**src/sv/bsfr_pkg.sv**
```systemverilog
package bsfr_pkg;

  localparam int unsigned BYTE_W  = 8;
  localparam int unsigned IDX_W   = 6;
  localparam int unsigned LEN_W   = 7;
  localparam int unsigned TDATA_W = 24;
  localparam int unsigned CFG_IDX_W = 2;

  // register map
  localparam logic [CFG_IDX_W-1:0] REG_MARKER     = 2'd0;
  localparam logic [CFG_IDX_W-1:0] REG_ESCAPE     = 2'd1;
  localparam logic [CFG_IDX_W-1:0] REG_ESCAPE_XOR = 2'd2;

  localparam logic [BYTE_W-1:0] MARKER_RST     = 8'h7E;
  localparam logic [BYTE_W-1:0] ESCAPE_RST     = 8'h7D;
  localparam logic [BYTE_W-1:0] ESCAPE_XOR_RST = 8'h20;

  typedef struct packed {
    logic [BYTE_W-1:0] marker;
    logic [BYTE_W-1:0] escape;
    logic [BYTE_W-1:0] escape_xor;
  } cfg_t;

  typedef struct packed {
    logic              store_valid;
    logic [IDX_W-1:0]  store_index;
    logic [BYTE_W-1:0] store_byte;
    logic              frame_done;
    logic [LEN_W-1:0]  frame_length;
    logic              checksum_ok;
  } res_t;

endpackage

```
**src/sv/bsfr_decode.sv**
```systemverilog
module bsfr_decode import bsfr_pkg::*; #(
  parameter int unsigned MAX_FRAME_BYTES = 64,
  parameter int unsigned MIN_FRAME_BYTES = 3,
  parameter int unsigned POS_W = 8
) (
  input  logic [BYTE_W-1:0] rx_byte_i,
  input  cfg_t              cfg_i,
  input  logic [POS_W-1:0]  pos_i,
  input  logic              esc_i,
  input  logic [15:0]       sum_i,
  input  logic [BYTE_W-1:0] last_i,
  output logic [POS_W-1:0]  pos_o,
  output logic              esc_o,
  output logic [15:0]       sum_o,
  output logic [BYTE_W-1:0] last_o,
  output res_t              res_o
);

  logic [POS_W-1:0]  pos_m1;
  logic [BYTE_W-1:0] folded;
  logic [BYTE_W-1:0] data;

  assign pos_m1 = pos_i - POS_W'(1);
  // one's-complement style fold of the running sum, then invert
  assign folded = ~(sum_i[7:0] + sum_i[15:8]);
  assign data   = esc_i ? (rx_byte_i ^ cfg_i.escape_xor) : rx_byte_i;

  always_comb begin
    pos_o  = pos_i;
    esc_o  = esc_i;
    sum_o  = sum_i;
    last_o = last_i;
    res_o  = '0;
    if (rx_byte_i == cfg_i.marker) begin
      esc_o = 1'b0;
      if (pos_i <= POS_W'(MIN_FRAME_BYTES)) begin
        // short frame or idle gap: restart
        pos_o  = POS_W'(1);
        sum_o  = '0;
        last_o = '0;
      end else begin
        res_o.frame_done   = 1'b1;
        res_o.frame_length = LEN_W'({{LEN_W{1'b0}}, pos_m1});
        res_o.checksum_ok  = (folded == last_i);
        pos_o              = '0;
      end
    end else if (pos_i != '0) begin
      if (pos_i > POS_W'(MAX_FRAME_BYTES)) begin
        // oversize: abandon silently
        pos_o = '0;
      end else if (rx_byte_i == cfg_i.escape) begin
        esc_o = 1'b1;
      end else begin
        esc_o             = 1'b0;
        res_o.store_valid = 1'b1;
        res_o.store_index = IDX_W'({{IDX_W{1'b0}}, pos_m1});
        res_o.store_byte  = data;
        sum_o             = sum_i + {8'h00, last_i};
        last_o            = data;
        pos_o             = pos_i + POS_W'(1);
      end
    end
  end

endmodule

```
**src/sv/byte_stuffed_frame_receiver.sv**
```systemverilog
// Byte-stuffed frame receiver: takes one line byte per beat on s_axis and
// returns exactly one result beat per input beat on m_axis, in the next cycle.
// Throughput is one byte per clock; the only stall is m_axis backpressure,
// which the single result register passes straight to s_axis_tready. The
// frame position, escape flag and checksum sum update in one pass of logic
// between the input and the result register. A result beat carries either a
// decoded data byte with its index (tuser high), a frame end with its length
// and checksum verdict (tlast high), or nothing (both low). Configuration
// writes take effect on the next beat and must only happen while idle.
module byte_stuffed_frame_receiver import bsfr_pkg::*; #(
  parameter int unsigned MAX_FRAME_BYTES = 64,
  parameter int unsigned MIN_FRAME_BYTES = 3
) (
  input  logic                 clk_i,
  input  logic                 rst_ni,
  input  logic                 cfg_we_i,
  input  logic [CFG_IDX_W-1:0] cfg_idx_i,
  input  logic [BYTE_W-1:0]    cfg_data_i,
  input  logic                 s_axis_tvalid,
  output logic                 s_axis_tready,
  input  logic [BYTE_W-1:0]    s_axis_tdata,   // [7:0] rx_byte
  output logic                 m_axis_tvalid,
  input  logic                 m_axis_tready,
  // [5:0] store_index, [13:6] store_byte, [20:14] frame_length,
  // [21] checksum_ok, [23:22] zero
  output logic [TDATA_W-1:0]   m_axis_tdata,
  output logic                 m_axis_tuser,   // [0] store_valid
  output logic                 m_axis_tlast    // frame_done
);

  localparam int unsigned POS_W = $clog2(MAX_FRAME_BYTES + MIN_FRAME_BYTES + 2);

  cfg_t              cfg_q;
  logic [POS_W-1:0]  pos_q, pos_d;
  logic              esc_q, esc_d;
  logic [15:0]       sum_q, sum_d;
  logic [BYTE_W-1:0] last_q, last_d;
  res_t              res_q, res_d;
  logic              vld_q;
  logic              in_fire;

  assign s_axis_tready = !vld_q || m_axis_tready;
  assign in_fire       = s_axis_tvalid && s_axis_tready;

  always_ff @(posedge clk_i or negedge rst_ni) begin
    if (!rst_ni) begin
      cfg_q.marker     <= MARKER_RST;
      cfg_q.escape     <= ESCAPE_RST;
      cfg_q.escape_xor <= ESCAPE_XOR_RST;
    end else if (cfg_we_i) begin
      unique case (cfg_idx_i)
        REG_MARKER:     cfg_q.marker     <= cfg_data_i;
        REG_ESCAPE:     cfg_q.escape     <= cfg_data_i;
        REG_ESCAPE_XOR: cfg_q.escape_xor <= cfg_data_i;
        default: ;
      endcase
    end
  end

  bsfr_decode #(
    .MAX_FRAME_BYTES (MAX_FRAME_BYTES),
    .MIN_FRAME_BYTES (MIN_FRAME_BYTES),
    .POS_W           (POS_W)
  ) u_decode (
    .rx_byte_i (s_axis_tdata),
    .cfg_i     (cfg_q),
    .pos_i     (pos_q),
    .esc_i     (esc_q),
    .sum_i     (sum_q),
    .last_i    (last_q),
    .pos_o     (pos_d),
    .esc_o     (esc_d),
    .sum_o     (sum_d),
    .last_o    (last_d),
    .res_o     (res_d)
  );

  // advance frame state on each accepted beat
  always_ff @(posedge clk_i or negedge rst_ni) begin
    if (!rst_ni) begin
      pos_q  <= '0;
      esc_q  <= 1'b0;
      sum_q  <= '0;
      last_q <= '0;
    end else if (in_fire) begin
      pos_q  <= pos_d;
      esc_q  <= esc_d;
      sum_q  <= sum_d;
      last_q <= last_d;
    end
  end

  always_ff @(posedge clk_i or negedge rst_ni) begin
    if (!rst_ni) begin
      vld_q <= 1'b0;
    end else if (s_axis_tready) begin
      vld_q <= s_axis_tvalid;
    end
  end

  always_ff @(posedge clk_i) begin
    if (in_fire) begin
      res_q <= res_d;
    end
  end

  assign m_axis_tvalid = vld_q;
  assign m_axis_tuser  = res_q.store_valid;
  assign m_axis_tlast  = res_q.frame_done;
  assign m_axis_tdata  = {{(TDATA_W - IDX_W - BYTE_W - LEN_W - 1){1'b0}},
                          res_q.checksum_ok, res_q.frame_length,
                          res_q.store_byte, res_q.store_index};

  a_done_xor_store: assert property (@(posedge clk_i) disable iff (!rst_ni)
    m_axis_tvalid |-> !(m_axis_tlast && m_axis_tuser))
    else $error("frame end and data byte in the same beat");

  a_done_len_min: assert property (@(posedge clk_i) disable iff (!rst_ni)
    (m_axis_tvalid && m_axis_tlast) |->
      (res_q.frame_length >= LEN_W'(MIN_FRAME_BYTES)))
    else $error("frame end reported for a short frame");

  a_accept_gives_result: assert property (@(posedge clk_i) disable iff (!rst_ni)
    in_fire |=> m_axis_tvalid)
    else $error("accepted beat produced no result");

  a_pos_bound: assert property (@(posedge clk_i) disable iff (!rst_ni)
    pos_q <= POS_W'(MAX_FRAME_BYTES + 1))
    else $error("frame position past maximum");

endmodule
```
**config.mk**
```make
export PLATFORM = sky130hd
export DESIGN_NAME = byte_stuffed_frame_receiver
export DESIGN_NICKNAME = d
export VERILOG_FILES = /design/src/sv/bsfr_pkg.sv /design/src/sv/bsfr_decode.sv /design/src/sv/byte_stuffed_frame_receiver.sv
export SDC_FILE = /design/constraint.sdc
export NUM_CORES = 1
export LEC_CHECK = 0
export BUFFER_PORTS_ARGS = -buffer_cell sky130_fd_sc_hd__buf_2
export CORE_MARGIN = 1.5
export CORE_UTILIZATION = 54
export DETAILED_ROUTE_END_ITERATION = 7
export MAX_ROUTING_LAYER = met4
export PLACE_DENSITY_LB_ADDON = 0.12
export SYNTH_ARGS = -nofsm -noshare
export SYNTH_HDL_FRONTEND = slang
export SYNTH_HIERARCHICAL = 1
export SYNTH_SLANG_ARGS = --single-unit
```
**constraint.sdc**
```tcl
create_clock -name clk_i -period 2.3 [get_ports clk_i]
set_input_delay 0.46 -clock clk_i [delete_from_list [all_inputs] [get_ports clk_i]]
set_output_delay 0.46 -clock clk_i [all_outputs]
set_load 0.01 [all_outputs]
```
* Word level (Yosys, flattened, before mapping)
Index checks and enable logic that the tools add are counted.
** Operators by class
- Equality and inequality tests :: 9
- Muxes and demuxes :: 22
- Order comparisons :: 2
- Reduce and logical (&&, ||, !) cells :: 15
- Add/subtract/negate cells :: 4
- Bitwise gates (word level) :: 4
** Operator list (number)
- two-way mux 16 bit :: 5
- two-way mux 8 bit :: 6
- two-way mux 7 bit :: 4
- equality test 8 bit :: 3
- adder 16 x 8 -> 16 bit :: 1
- two-way mux 15 bit :: 1
- two-way mux 9 bit :: 1
- adder 8 bit :: 1
- NOT 8 bit :: 1
- bitwise XOR 8 bit :: 1
- adder 7 x 1 -> 7 bit, second input constant :: 1
- greater-than comparator 7 bit, second input constant :: 1
- less-or-equal comparator 7 x 2 -> 1 bit, second input constant :: 1
- nonzero test 7 bit :: 1
- subtractor 7 x 1 -> 7 bit, second input constant :: 1
- AND reduction 2 bit :: 3
- AND reduction 3 bit :: 2
- two-way mux 1 bit :: 5
- AND reduction 5 bit :: 1
- inequality test 2 x 1 -> 1 bit, second input constant :: 2
- OR reduction 4 bit :: 1
- inequality test 3 x 1 -> 1 bit, second input constant :: 1
- OR reduction 3 bit :: 1
- equality test 2 x 1 -> 1 bit, second input constant :: 1
- other kinds (9) :: 10
** Storage, ports and cells
- Input bits :: 23
- Output and inout bits :: 28
- Bits in registers :: 81
- Logic and storage cells :: 70

* Longest topological paths before layout
Gate-level depths: netlist of the first run.
- Depth after elaboration :: 6
- Depth in mapped cells :: 10
- Gate-level depth less buffers :: 9

* Cells and area by module
The synthesis of the first run kept the hierarchy.
** Modules (own cells, without submodules)
- byte_stuffed_frame_receiver :: area an instance 2912.8 um^2, cells an instance 150, instances 1
- bsfr_decode :: area an instance 1878.1 um^2, cells an instance 278, instances 1

* Worst setup path before layout of the first run
Ideal clock, no wire load.
- Path kind :: reg2reg
- Start :: reg pos_q[3]
- End :: reg sum_q[15]
- Setup slack :: -0.118 ns
- Library setup time :: 0.125 ns
- Data required time :: 2.175 ns
- Arrival time :: 2.293 ns
- Stages on the path, launching flop included :: 10
- Cell sequence :: dfrtp_1 buf_6 nor4_4 a21oi_2 a211o_1 nand2b_4 buf_6 nor4_1 mux2i_1 mux2_2
** Between the ends
- Longest elaborated chain between the ends :: 3
- Elaborated cells between the ends (all ways) :: 7
- Those cells by class :: order compare: 2; eq/ne: 2; reduce/logical: 3
** Ends and longest elaborated chain
- start, declared :: RTL line byte_stuffed_frame_receiver.sv:34 : logic [POS_W-1:0] pos_q, pos_d;
- start signal, assigned :: RTL line byte_stuffed_frame_receiver.sv:86 : pos_q <= pos_d;
- less-or-equal comparator 7 x 2 -> 1 bit, or another cell as far along :: RTL line bsfr_decode.sv:36 : if (pos_i <= POS_W'(MIN_FRAME_BYTES)) begin
- inequality test 2 bit (no source line), or another cell as far along
- AND reduction 5 bit (no source line) (*)
- end signal, assigned :: RTL line byte_stuffed_frame_receiver.sv:88 : sum_q <= sum_d;
- end, declared :: RTL line byte_stuffed_frame_receiver.sv:36 : logic [15:0] sum_q, sum_d;
Every way passes the cells marked *; elsewhere a longest branch is shown, timed or not.
A chain may end at the register's enable or synchronous reset.

* Worst setup path after layout of the first run
- Start :: reg sum_q[0]
- End :: reg res_q, in the netlist m_axis_tdata[21], data pin
** Between the ends
- Longest elaborated chain between the ends :: 3
** Ends and longest elaborated chain
- adder 8 bit :: RTL line bsfr_decode.sv:25 : assign folded = ~(sum_i[7:0] + sum_i[15:8]);
- NOT 8 bit :: RTL line bsfr_decode.sv:25
- equality test 8 bit :: RTL line bsfr_decode.sv:44 : res_o.checksum_ok = (folded == last_i);
- end signal, assigned :: RTL line byte_stuffed_frame_receiver.sv:103 : res_q <= res_d;
- end, declared :: RTL line byte_stuffed_frame_receiver.sv:38 : res_t res_q, res_d;
Every way passes these cells.

==> tab_implementation.tex, run 1 <==
\begin{tabular}{lr}
\hline
Metric & Value \\
\hline
\multicolumn{2}{l}{\textbf{Status}} \\
\quad Status & finished with violations \\
\quad Failing checks & negative setup slack \\
\multicolumn{2}{l}{\textbf{Floorplanning}} \\
\quad Chip width & 97.19 um \\
\quad Row Count & 34 \\
\quad Std-Cell Core Area & 8678 um\^{}2 \\
\quad I/O pins & 51 \\
\quad Starting density of the core & 55.20\% \\
\quad DIE HEIGHT & 97.19 um \\
\quad Overall die area & 9446 um\^{}2 \\
\multicolumn{2}{l}{\textbf{Timing}} \\
\quad Portion of the clock cycle consumed by the worst path in the final layout & 101.4\% \\
\quad Worst slew margin & 49.57\% \\
\quad Final Max Tran Viols & 0 \\
\quad Final Worst Setup Slack & -33.26 ps \\
\quad RSZ-0062 raised after global routing & yes \\
\quad Count of endpoints failing setup in the final report & 1 \\
\quad Final hold violations & 0 \\
\quad Worst Clk Skew & 10.71 ps \\
\quad Post-Route Setup TNS & -33.26 ps \\
\quad Peak clock frequency supported by timing & 428.6 MHz \\
\quad Period minus WS final & 2333 ps \\
\quad Worst Tran Pin Value & 756.5 ps \\
\multicolumn{2}{l}{\textbf{Synthesis}} \\
\quad Post-synth EDFFs & 24 \\
\quad Synth cell count leaders & mux2\_2, dfrtp\_1, nor2\_1 \\
\quad Primary flip-flop cell chosen by synthesis mapping & dfrtp\_1 \\
\quad Number of register bits inferred by synthesis & 81 \\
\quad Post-synth cell types & 55 \\
\quad Post-synthesis async set-or-reset flop share & 70.37\% \\
\quad Cell types occupying the most area after synthesis & dfrtp\_1, edfxtp\_1, mux2\_2, dfstp\_2, xor2\_1 \\
\quad Cell taking the most area after synthesis & dfrtp\_1 \\
\quad Proportion of synthesized chip area in sequential cells & 45.16\% \\
\quad Synth Cell Area & 4791 um\^{}2 \\
\quad Most repeated cell in the gate-level netlist after synthesis & mux2\_2 \\
\quad Area fraction of the dominant cell type after synthesis & 22.98\% \\
\quad Warnings from Yosys & 6 \\
\quad Mean post-synth cell area & 11.19 um\^{}2 \\
\quad Mapped Cells & 428 \\
\multicolumn{2}{l}{\textbf{Setup path}} \\
\quad Largest fanout on the critical path & 3 \\
\quad Arrival time worst endpoint & 2560 ps \\
\quad Worst endpoint required time & 2530 ps \\
\quad Buffers \& Inverters on Critical Path & 1 \\
\quad Startpoint types & flop \\
\quad Type of the setup path with the least slack & flop to flop \\
\quad Cells along the critical path & ha\_2, inv\_2, fa\_1, xnor2\_1, o211ai\_1, a21oi\_1, o311ai\_2, a2111oi\_2, and4\_1 \\
\quad Top cell family by delay on the critical path & adder cells \\
\quad Kind of capture point of the worst setup path & flop \\
\quad Slowest cell delay on critical path & 500 ps \\
\quad Critical-path cell with the highest stage delay & fa\_1 \\
\multicolumn{2}{l}{\textbf{Drt}} \\
\quad Total length of routed met2 wires & 5563 um \\
\quad Routed wire length on met3 & 426 um \\
\quad Max Used Layer & met4 \\
\quad Remaining design rule violation count & 0 \\
\quad Per-cell routed wire length & 16.63 um \\
\quad Detail Route Antenna Nets & 0 \\
\quad DRT met1 WL & 4624 um \\
\quad Routed via count divided by cell count & 5.508 \\
\quad Via count & 3,580 \\
\quad Detailed router's first-iteration violation count & 170 \\
\quad 1st-pass router iterations & 4 \\
\quad Wire length reported by the detailed router & 10,810 um \\
\multicolumn{2}{l}{\textbf{Layout}} \\
\quad Final \#Nets & 581 \\
\quad Antenna fix cells & 0 \\
\quad Area growth syn-to-layout & 25.83\% \\
\quad Layout cells sized above 1 & 44.46\% \\
\multicolumn{2}{l}{\textbf{Global routing}} \\
\quad GRT overflow & 0 \\
\quad Antenna violations before repair & 0 \\
\quad Global-route wire length before repair & 17,550 um \\
\quad Pin count of the biggest net entering global routing & 58 \\
\quad GRT Overall Usage & 23.88\% \\
\quad Vias in the first global route & 3,619 \\
\multicolumn{2}{l}{\textbf{Clocking}} \\
\quad Source-to-sink clock delay at the later pin of the worst-skew pair & 360 ps \\
\quad Total number of clock tree sinks & 81 \\
\quad Maximum number of buffers from clock root to sink & 2 \\
\quad Inserted Clock Buffers & 9 \\
\quad Clock tree from TritonCTS & done \\
\quad Clock-pin slew of the registers on the worst-case setup and hold paths & 90 ps \\
\quad Root Buffer Master & clkbuf\_8 \\
\quad H-tree levels & 3 \\
\quad Cts hold-fix bufs & 0 \\
\multicolumn{2}{l}{\textbf{Pwr}} \\
\quad Leak & 2.621 nW \\
\quad IR Drop Worst-Case VDD & 0.6069 mV \\
\quad Total power draw & 7.957 mW \\
\quad P per Cell Area & 1320 nW/um\^{}2 \\
\multicolumn{2}{l}{\textbf{Placement}} \\
\quad Half-perimeter wire length after placement & 7771 um \\
\quad Worst setup timing slack at the placement stage & -194.4 ps \\
\quad I/O Buffers & 48 \\
\quad RePlAce Congestion & 0.9019 \\
\multicolumn{2}{l}{\textbf{Worst hold path}} \\
\quad Worst hold path class & input port to async pin \\
\multicolumn{2}{l}{\textbf{Run}} \\
\quad Maximum capacitance violations & 0 \\
\hline
\end{tabular}
-- sequential cells by signal, indices dropped and copies added (netlist names) --
| name | flops |
|---|---|
| pos_q | 7 |
| m_axis_tdata | 22 |
| m_axis_tuser | 1 |
| m_axis_tlast | 1 |
| sum_q | 16 |
| cfg_q | 24 |
| esc_q | 1 |
| last_q | 8 |
| m_axis_tvalid | 1 |
-- cell families (layout without fill, tap and decap cells) --
| kind of cell | Yosys count | count (layout) | synth area share, % |
|---|---|---|---|
| and+or+nand+nor | 123 | 123 | 13.97 |
| DFF | 81 | 81 | 45.16 |
| muxes | 65 | 65 | 15.04 |
| AOI/OAI and AO/OA | 58 | 58 | 7.783 |
| xor gates and xnor gates | 48 | 48 | 8.775 |
| buffers and inverters | 31 | 144 | 3.395 |
| adders and majority gates | 21 | 21 | 5.798 |
| other | 1 | 2 | 0.07827 |
-- timing repair --
| item | 4_1_cts | 5_1_grt |
|---|---|---|
| endpoints found under the setup margin | 8 | 34 |
| gates resized for setup | 16 | 25 |
| setup buffers | 4 | 3 |
| pin swaps | 9 | 9 |
| gates cloned | 0 | 0 |
-- worst reg2reg max path, delay by kind of cell (launching register included) --
kind                     cells  cell delay, ps
flip-flops                   1             400
adder cells (fa/ha/maj)      2             720
AO/OA/AOI/OAI                4             690
AND/OR/NAND/NOR              1             220
buffers and inverters        1              40
XOR/XNOR                     1             130
-- stage by stage --
step / instances / utilization [%] / hold slack [ps] / area, um^2
finish: 650 / 69.46 / 247.5 / 6028
global placement: 629 / 64.22 / 487.3 / 5573
CTS: 649 / 67.52 / 267.1 / 5859
floorplan: 429 / - / 164.4 / 4822
detailed placement: 629 / 64.22 / 494.3 / 5573
global route: 650 / 69.46 / 300.8 / 6028
-- power breakdown --
group / switching [mW] / internal [mW] / leakage [nW]
Clock: 0.575 / 0.402 / 0.0862
Combinational: 2.29 / 2.36 / 1.63
Sequential: 0.370 / 1.96 / 0.902
-- layer usage --
layer,vias up,track usage [%]
li1,1722,-
met1,1755,28.77
met2,84,40.61
met3,19,5.252
met4,0,6.577
met5,-,-
-- path summary, 6_finish.rpt --
path,from,end,slack (ps),cells after the start
setup / recovery,sum_q[0]$_DFFE_PN0P_,m_axis_tdata[21]$_DFFE_PP_,-30,9
hold / removal,rst_ni,sum_q[11]$_DFFE_PN0P_,250,2
setup reg to reg,sum_q[0]$_DFFE_PN0P_,m_axis_tdata[21]$_DFFE_PP_,-30,9
hold reg to reg,cfg_q[2]$_DFFE_PN0P_,cfg_q[2]$_DFFE_PN0P_,520,1
max in group asynchronous,rst_ni,sum_q[1]$_DFFE_PN0P_,1530,2
min in group clk_i,s_axis_tvalid,m_axis_tvalid$_DFFE_PN0P_,310,2
-- final cells by class --
| class | instances | area, um^2 |
|---|---|---|
| inverters | 15 | 56.30 |
| clock buffers | 9 | 123.9 |
| clock inverters | 7 | 55.05 |
| flip-flops and latches | 81 | 2166 |
| multi-input cells | 317 | 2723 |
| well taps | 108 | 135.1 |
| fillers | 681 | 2650 |
| repair buffers | 113 | 769.5 |
-- placed cells by master, fill, tap and decap left out, types with 5 or more instances in the layout --
| cell | instances |
|---|---|
| a21o_1 | 10 |
| a21oi_1 | 13 |
| buf_2 | 48 |
| buf_4 | 61 |
| clkbuf_8 | 9 |
| dfrtp_1 | 42 |
| dfstp_2 | 13 |
| edfxtp_1 | 24 |
| ha_1 | 12 |
| ha_4 | 6 |
| inv_1 | 14 |
| mux2_2 | 55 |
| mux2i_1 | 9 |
| nand2_1 | 28 |
| nand3_1 | 16 |
| nor2_1 | 36 |
| o21ai_0 | 14 |
| xnor2_1 | 16 |
| xor2_1 | 27 |
| xor2_2 | 5 |
Power figures use the tool's default switching activity.
==> inputs of run 2 (changes only) <==
--- a/config.mk
+++ b/config.mk
@@ -7,11 +7,10 @@
 export LEC_CHECK = 0
 export BUFFER_PORTS_ARGS = -buffer_cell sky130_fd_sc_hd__buf_2
 export CORE_MARGIN = 1.5
-export CORE_UTILIZATION = 54
+export CORE_UTILIZATION = 53
 export DETAILED_ROUTE_END_ITERATION = 7
 export MAX_ROUTING_LAYER = met4
 export PLACE_DENSITY_LB_ADDON = 0.12
 export SYNTH_ARGS = -nofsm -noshare
 export SYNTH_HDL_FRONTEND = slang
-export SYNTH_HIERARCHICAL = 1
 export SYNTH_SLANG_ARGS = --single-unit
==> run 2 against run 1 <==
Maximum frequency is 3.1% lower. Largest cell class unchanged. Wire length is 6.4% lower. Sequential share of layout area is 3.8 points higher. Combinational power is 19% lower. Via count is 4.3% lower. Flip-flop and latch count stayed put. Sequential power is 4% lower. Synthesized cell count is 3.3% lower. Clock power is 0.5% higher. The flow still finishes with violations (negative setup slack). Non-clock buffer count is 18 lower.
==> tab_implementation.tex, run 2 <==
\begin{tabular}{lr}
\hline
Metric & Value \\
\hline
\multicolumn{2}{l}{\textbf{Layout}} \\
\quad Design Area, Final & 5443 um\^{}2 (-9.7\%) \\
\quad Area growth syn-to-layout & 20.33\% \\
\quad Flip-flop count of the largest register after layout & 24 (unchanged) \\
\quad Number of fill cells in the layout & 675 (-0.88\%) \\
\quad Layout cells sized above 1 & 32.94\% (-12 points) \\
\quad Commonest cells after routing, fill and taps aside & buf\_2, dfrtp\_1, buf\_4 \\
\quad Post-route core utilization & 65.91\% (-3.6 points) \\
\quad Antenna fix cells & 0 (unchanged) \\
\quad Final \#Nets & 548 (-5.7\%) \\
\quad Register with the most flip-flops & cfg\_q \\
\quad Leading cell type in the layout, fill and taps excluded & buf\_2 \\
\multicolumn{2}{l}{\textbf{Timing}} \\
\quad Final Max Tran Viols & 0 (unchanged) \\
\quad Final hold violations & 0 (unchanged) \\
\quad Post-Route Setup TNS & -1098 ps (-1065 ps) \\
\quad Final Worst Setup Slack & -108.0 ps (-74.69 ps) \\
\quad Period minus WS final & 2408 ps (+74.69 ps) \\
\quad Worst Tran Pin Value & 623.7 ps (-132.8 ps) \\
\quad Worst hold margin & 104.7 ps (-142.8 ps) \\
\quad RSZ-0062 raised after global routing & yes \\
\quad Worst Clk Skew & 9.549 ps (-1.162 ps) \\
\quad Portion of the clock cycle consumed by the worst path in the final layout & 104.7\% (+3.2 points) \\
\quad Worst slew margin & 58.42\% (+8.9 points) \\
\quad Count of endpoints failing setup in the final report & 15 (+14) \\
\quad Peak clock frequency supported by timing & 415.3 MHz (-3.1\%) \\
\multicolumn{2}{l}{\textbf{Global routing}} \\
\quad GRT overflow & 0 (unchanged) \\
\quad GRT Overall Usage & 25.21\% (+1.3 points) \\
\quad Antenna violations before repair & 0 (unchanged) \\
\quad Pin count of the biggest net entering global routing & 32 (-45\%) \\
\quad Vias in the first global route & 3,389 (-6.4\%) \\
\quad Global-route wire length before repair & 16,570 um (-5.5\%) \\
\multicolumn{2}{l}{\textbf{Placement}} \\
\quad I/O Buffers & 48 (unchanged) \\
\quad RePlAce Congestion & 0.9335 (+3.5\%) \\
\quad Half-perimeter wire length after placement & 7536 um (-3.0\%) \\
\quad Post-Place Cell Area & 5192 um\^{}2 (-6.8\%) \\
\multicolumn{2}{l}{\textbf{Synthesis}} \\
\quad Warnings from Yosys & 0 (-6) \\
\quad Mean post-synth cell area & 10.93 um\^{}2 (-2.4\%) \\
\quad Area fraction of the dominant cell type after synthesis & 24.34\% (+1.4 points) \\
\quad Cell types occupying the most area after synthesis & dfrtp\_1, edfxtp\_1, dfstp\_2, mux2\_2, ha\_1 \\
\quad Proportion of synthesized chip area in sequential cells & 47.83\% (+2.7 points) \\
\quad Synth Cell Area & 4523 um\^{}2 (-5.6\%) \\
\quad Most repeated cell in the gate-level netlist after synthesis & dfrtp\_1 \\
\quad Cell taking the most area after synthesis & dfrtp\_1 \\
\quad Post-synthesis async set-or-reset flop share & 70.37\% (unchanged) \\
\quad Mapped Cells & 414 (-3.3\%) \\
\quad Primary flip-flop cell chosen by synthesis mapping & dfrtp\_1 \\
\quad Synth cell count leaders & dfrtp\_1, nor2\_1, mux2\_2 \\
\quad Post-synth cell types & 58 (+5.5\%) \\
\quad Number of register bits inferred by synthesis & 81 (unchanged) \\
\quad Post-synth EDFFs & 24 (unchanged) \\
\multicolumn{2}{l}{\textbf{Setup path}} \\
\quad Critical-path cell with the highest stage delay & or4\_4 \\
\quad Buffers \& Inverters on Critical Path & 1 (unchanged) \\
\quad Worst endpoint required time & 2550 ps (+20 ps) \\
\quad Kind of capture point of the worst setup path & flop \\
\quad Largest fanout on the critical path & 15 (+12) \\
\quad Startpoint types & flop \\
\quad Type of the setup path with the least slack & flop to flop \\
\quad R2r setup slk & -110 ps (-70 ps) \\
\quad Cells along the critical path & or4\_4, a311o\_1, or3\_4, a21oi\_4, buf\_12, mux2\_2 \\
\quad Top cell family by delay on the critical path & simple AND/OR/NAND/NOR gates \\
\quad Arrival time worst endpoint & 2660 ps (+100 ps) \\
\quad Slowest cell delay on critical path & 550 ps (+50 ps) \\
\multicolumn{2}{l}{\textbf{Floorplanning}} \\
\quad I/O pins & 51 (unchanged) \\
\quad Starting density of the core & 54.77\% (-0.43 points) \\
\quad DIE HEIGHT & 95.38 um (-1.9\%) \\
\quad Chip width & 95.38 um (-1.9\%) \\
\quad Row Count & 33 (-2.9\%) \\
\quad Overall die area & 9097 um\^{}2 (-3.7\%) \\
\quad Std-Cell Core Area & 8258 um\^{}2 (-4.8\%) \\
\multicolumn{2}{l}{\textbf{Clocking}} \\
\quad Source-to-sink clock delay at the later pin of the worst-skew pair & 360 ps (about the same) \\
\quad H-tree levels & 3 (unchanged) \\
\quad Clock-pin slew of the registers on the worst-case setup and hold paths & 90 ps (about the same) \\
\quad Inserted Clock Buffers & 9 (unchanged) \\
\quad Maximum number of buffers from clock root to sink & 2 (unchanged) \\
\quad Cts hold-fix bufs & 0 (unchanged) \\
\quad Total number of clock tree sinks & 81 (unchanged) \\
\quad Root Buffer Master & clkbuf\_8 \\
\quad Clock tree from TritonCTS & done \\
\multicolumn{2}{l}{\textbf{Drt}} \\
\quad Via count & 3,425 (-4.3\%) \\
\quad Remaining design rule violation count & 0 (unchanged) \\
\quad Routed via count divided by cell count & 5.569 (+1.1\%) \\
\quad Detail Route Antenna Nets & 0 (unchanged) \\
\quad Detailed router's first-iteration violation count & 158 (-7.1\%) \\
\quad Per-cell routed wire length & 16.45 um (-1.1\%) \\
\quad Wire length reported by the detailed router & 10,120 um (-6.4\%) \\
\quad 1st-pass router iterations & 4 (unchanged) \\
\multicolumn{2}{l}{\textbf{Pwr}} \\
\quad Total power draw & 6.973 mW (-12\%) \\
\quad Relative contribution of sequential cells to total power & 32.2\% (+2.9 points) \\
\quad Cell-internal power & 4.175 mW (-12\%) \\
\quad Leak & 2.385 nW (-9.0\%) \\
\quad Part of the total power dissipated in the clock network & 14.1\% (+1.8 points) \\
\quad Switching part of the total power & 40.12\% (-0.48 points) \\
\quad IR Drop Worst-Case VDD & 0.5171 mV (-15\%) \\
\quad Switching component of the power & 2.798 mW (-13\%) \\
\quad Relative contribution of combinational cells to total power & 53.7\% (-4.7 points) \\
\quad P per Cell Area & 1281 nW/um\^{}2 (-2.9\%) \\
\multicolumn{2}{l}{\textbf{Status}} \\
\quad Failing checks & negative setup slack \\
\quad Status & finished with violations \\
\multicolumn{2}{l}{\textbf{Worst hold path}} \\
\quad Worst hold path class & input port to async pin \\
\multicolumn{2}{l}{\textbf{Run}} \\
\quad Maximum capacitance violations & 0 (unchanged) \\
\hline
\end{tabular}
[run 2: cell count changes after synthesis, sizes merged, moves of 7 or more]
cell,change
o21a,+8
xnor2,+7
xor2,-9
mux2i,-7
mux2,-21
nand3,-8
[run 2: power by group through the flow]
stage / Clock, mW / Combinational (mW) / Sequential (mW)
after floorplan: 0 / 2.48 / 2.24
after global placement: 0 / 3.47 / 2.24
after detailed placement: 0 / 3.58 / 2.26
after CTS: 1.01 / 3.66 / 2.24
after global routing: 1.06 / 4.16 / 2.29
final: 0.982 / 3.75 / 2.24
[run 2: what timing repair did]
item	4_1_cts	5_1_grt
gates resized for setup	6	10
endpoints found under the setup margin	16	25
setup buffers	1	0
pin swaps	0	2
[run 2: logic make-up (layout without fill, tap and decap cells)]
kind of cell / count (synthesis) / in the layout / share of synthesized area, %
AO/OA/AOI/OAI: 81 / 81 / 12.39
buffers and inverters: 36 / 131 / 3.375
flip-flops: 81 / 81 / 47.83
other: 1 / 2 / 0.08291
AND/OR/NAND/NOR: 112 / 112 / 12.39
adder cells (fa/ha/maj): 20 / 20 / 5.865
multiplexers: 37 / 37 / 9.156
XOR/XNOR: 46 / 46 / 8.907
[run 2: final cells by class]
class | count | area (um^2) | area share (%)
clock buffer | 9 | 123.9 | 2.276
clock inverter | 7 | 53.80 | 0.9885
tap | 105 | 131.4 | 2.414
multi-input combinational | 298 | 2272 | 41.75
inverter | 20 | 76.32 | 1.402
sequential | 81 | 2163 | 39.75
timing repair buffer | 95 | 621.8 | 11.43
[run 2: per-layer routing]
metal,GRT usage (%),up-vias,part of all wire [%]
met2,39.36,72,48
met5,-,-,0
met3,4.785,19,4.9
met4,7.843,0,1.4
met1,33.38,1669,46
li1,-,1665,-
[run 2: per-stage QoR]
stage               instances  worst slack (ps)
CTS                       615            -98.33
global route              615            -145.7
global placement          598            -56.42
floorplan                 415            -155.7
detailed placement        598            -94.50
finish                    615            -108.0
[run 2: final timing paths]
| path | to | cells after the start | startpoint |
|---|---|---|---|
| max in group asynchronous | cfg_q[19]$_DFFE_PN1P_ | 2 | rst_ni |
| worst max register to register | sum_q[3]$_DFFE_PN0P_ | 6 | pos_q[4]$_DFFE_PN0P_ |
| min in group clk_i | cfg_q[14]$_DFFE_PN1P_ | 2 | cfg_data_i[6] |
| worst min register to register | cfg_q[7]$_DFFE_PN0P_ | 1 | cfg_q[7]$_DFFE_PN0P_ |
| worst min-delay path | cfg_q[16]$_DFFE_PN0P_ | 1 | rst_ni |
| worst max-delay path | sum_q[3]$_DFFE_PN0P_ | 6 | pos_q[4]$_DFFE_PN0P_ |
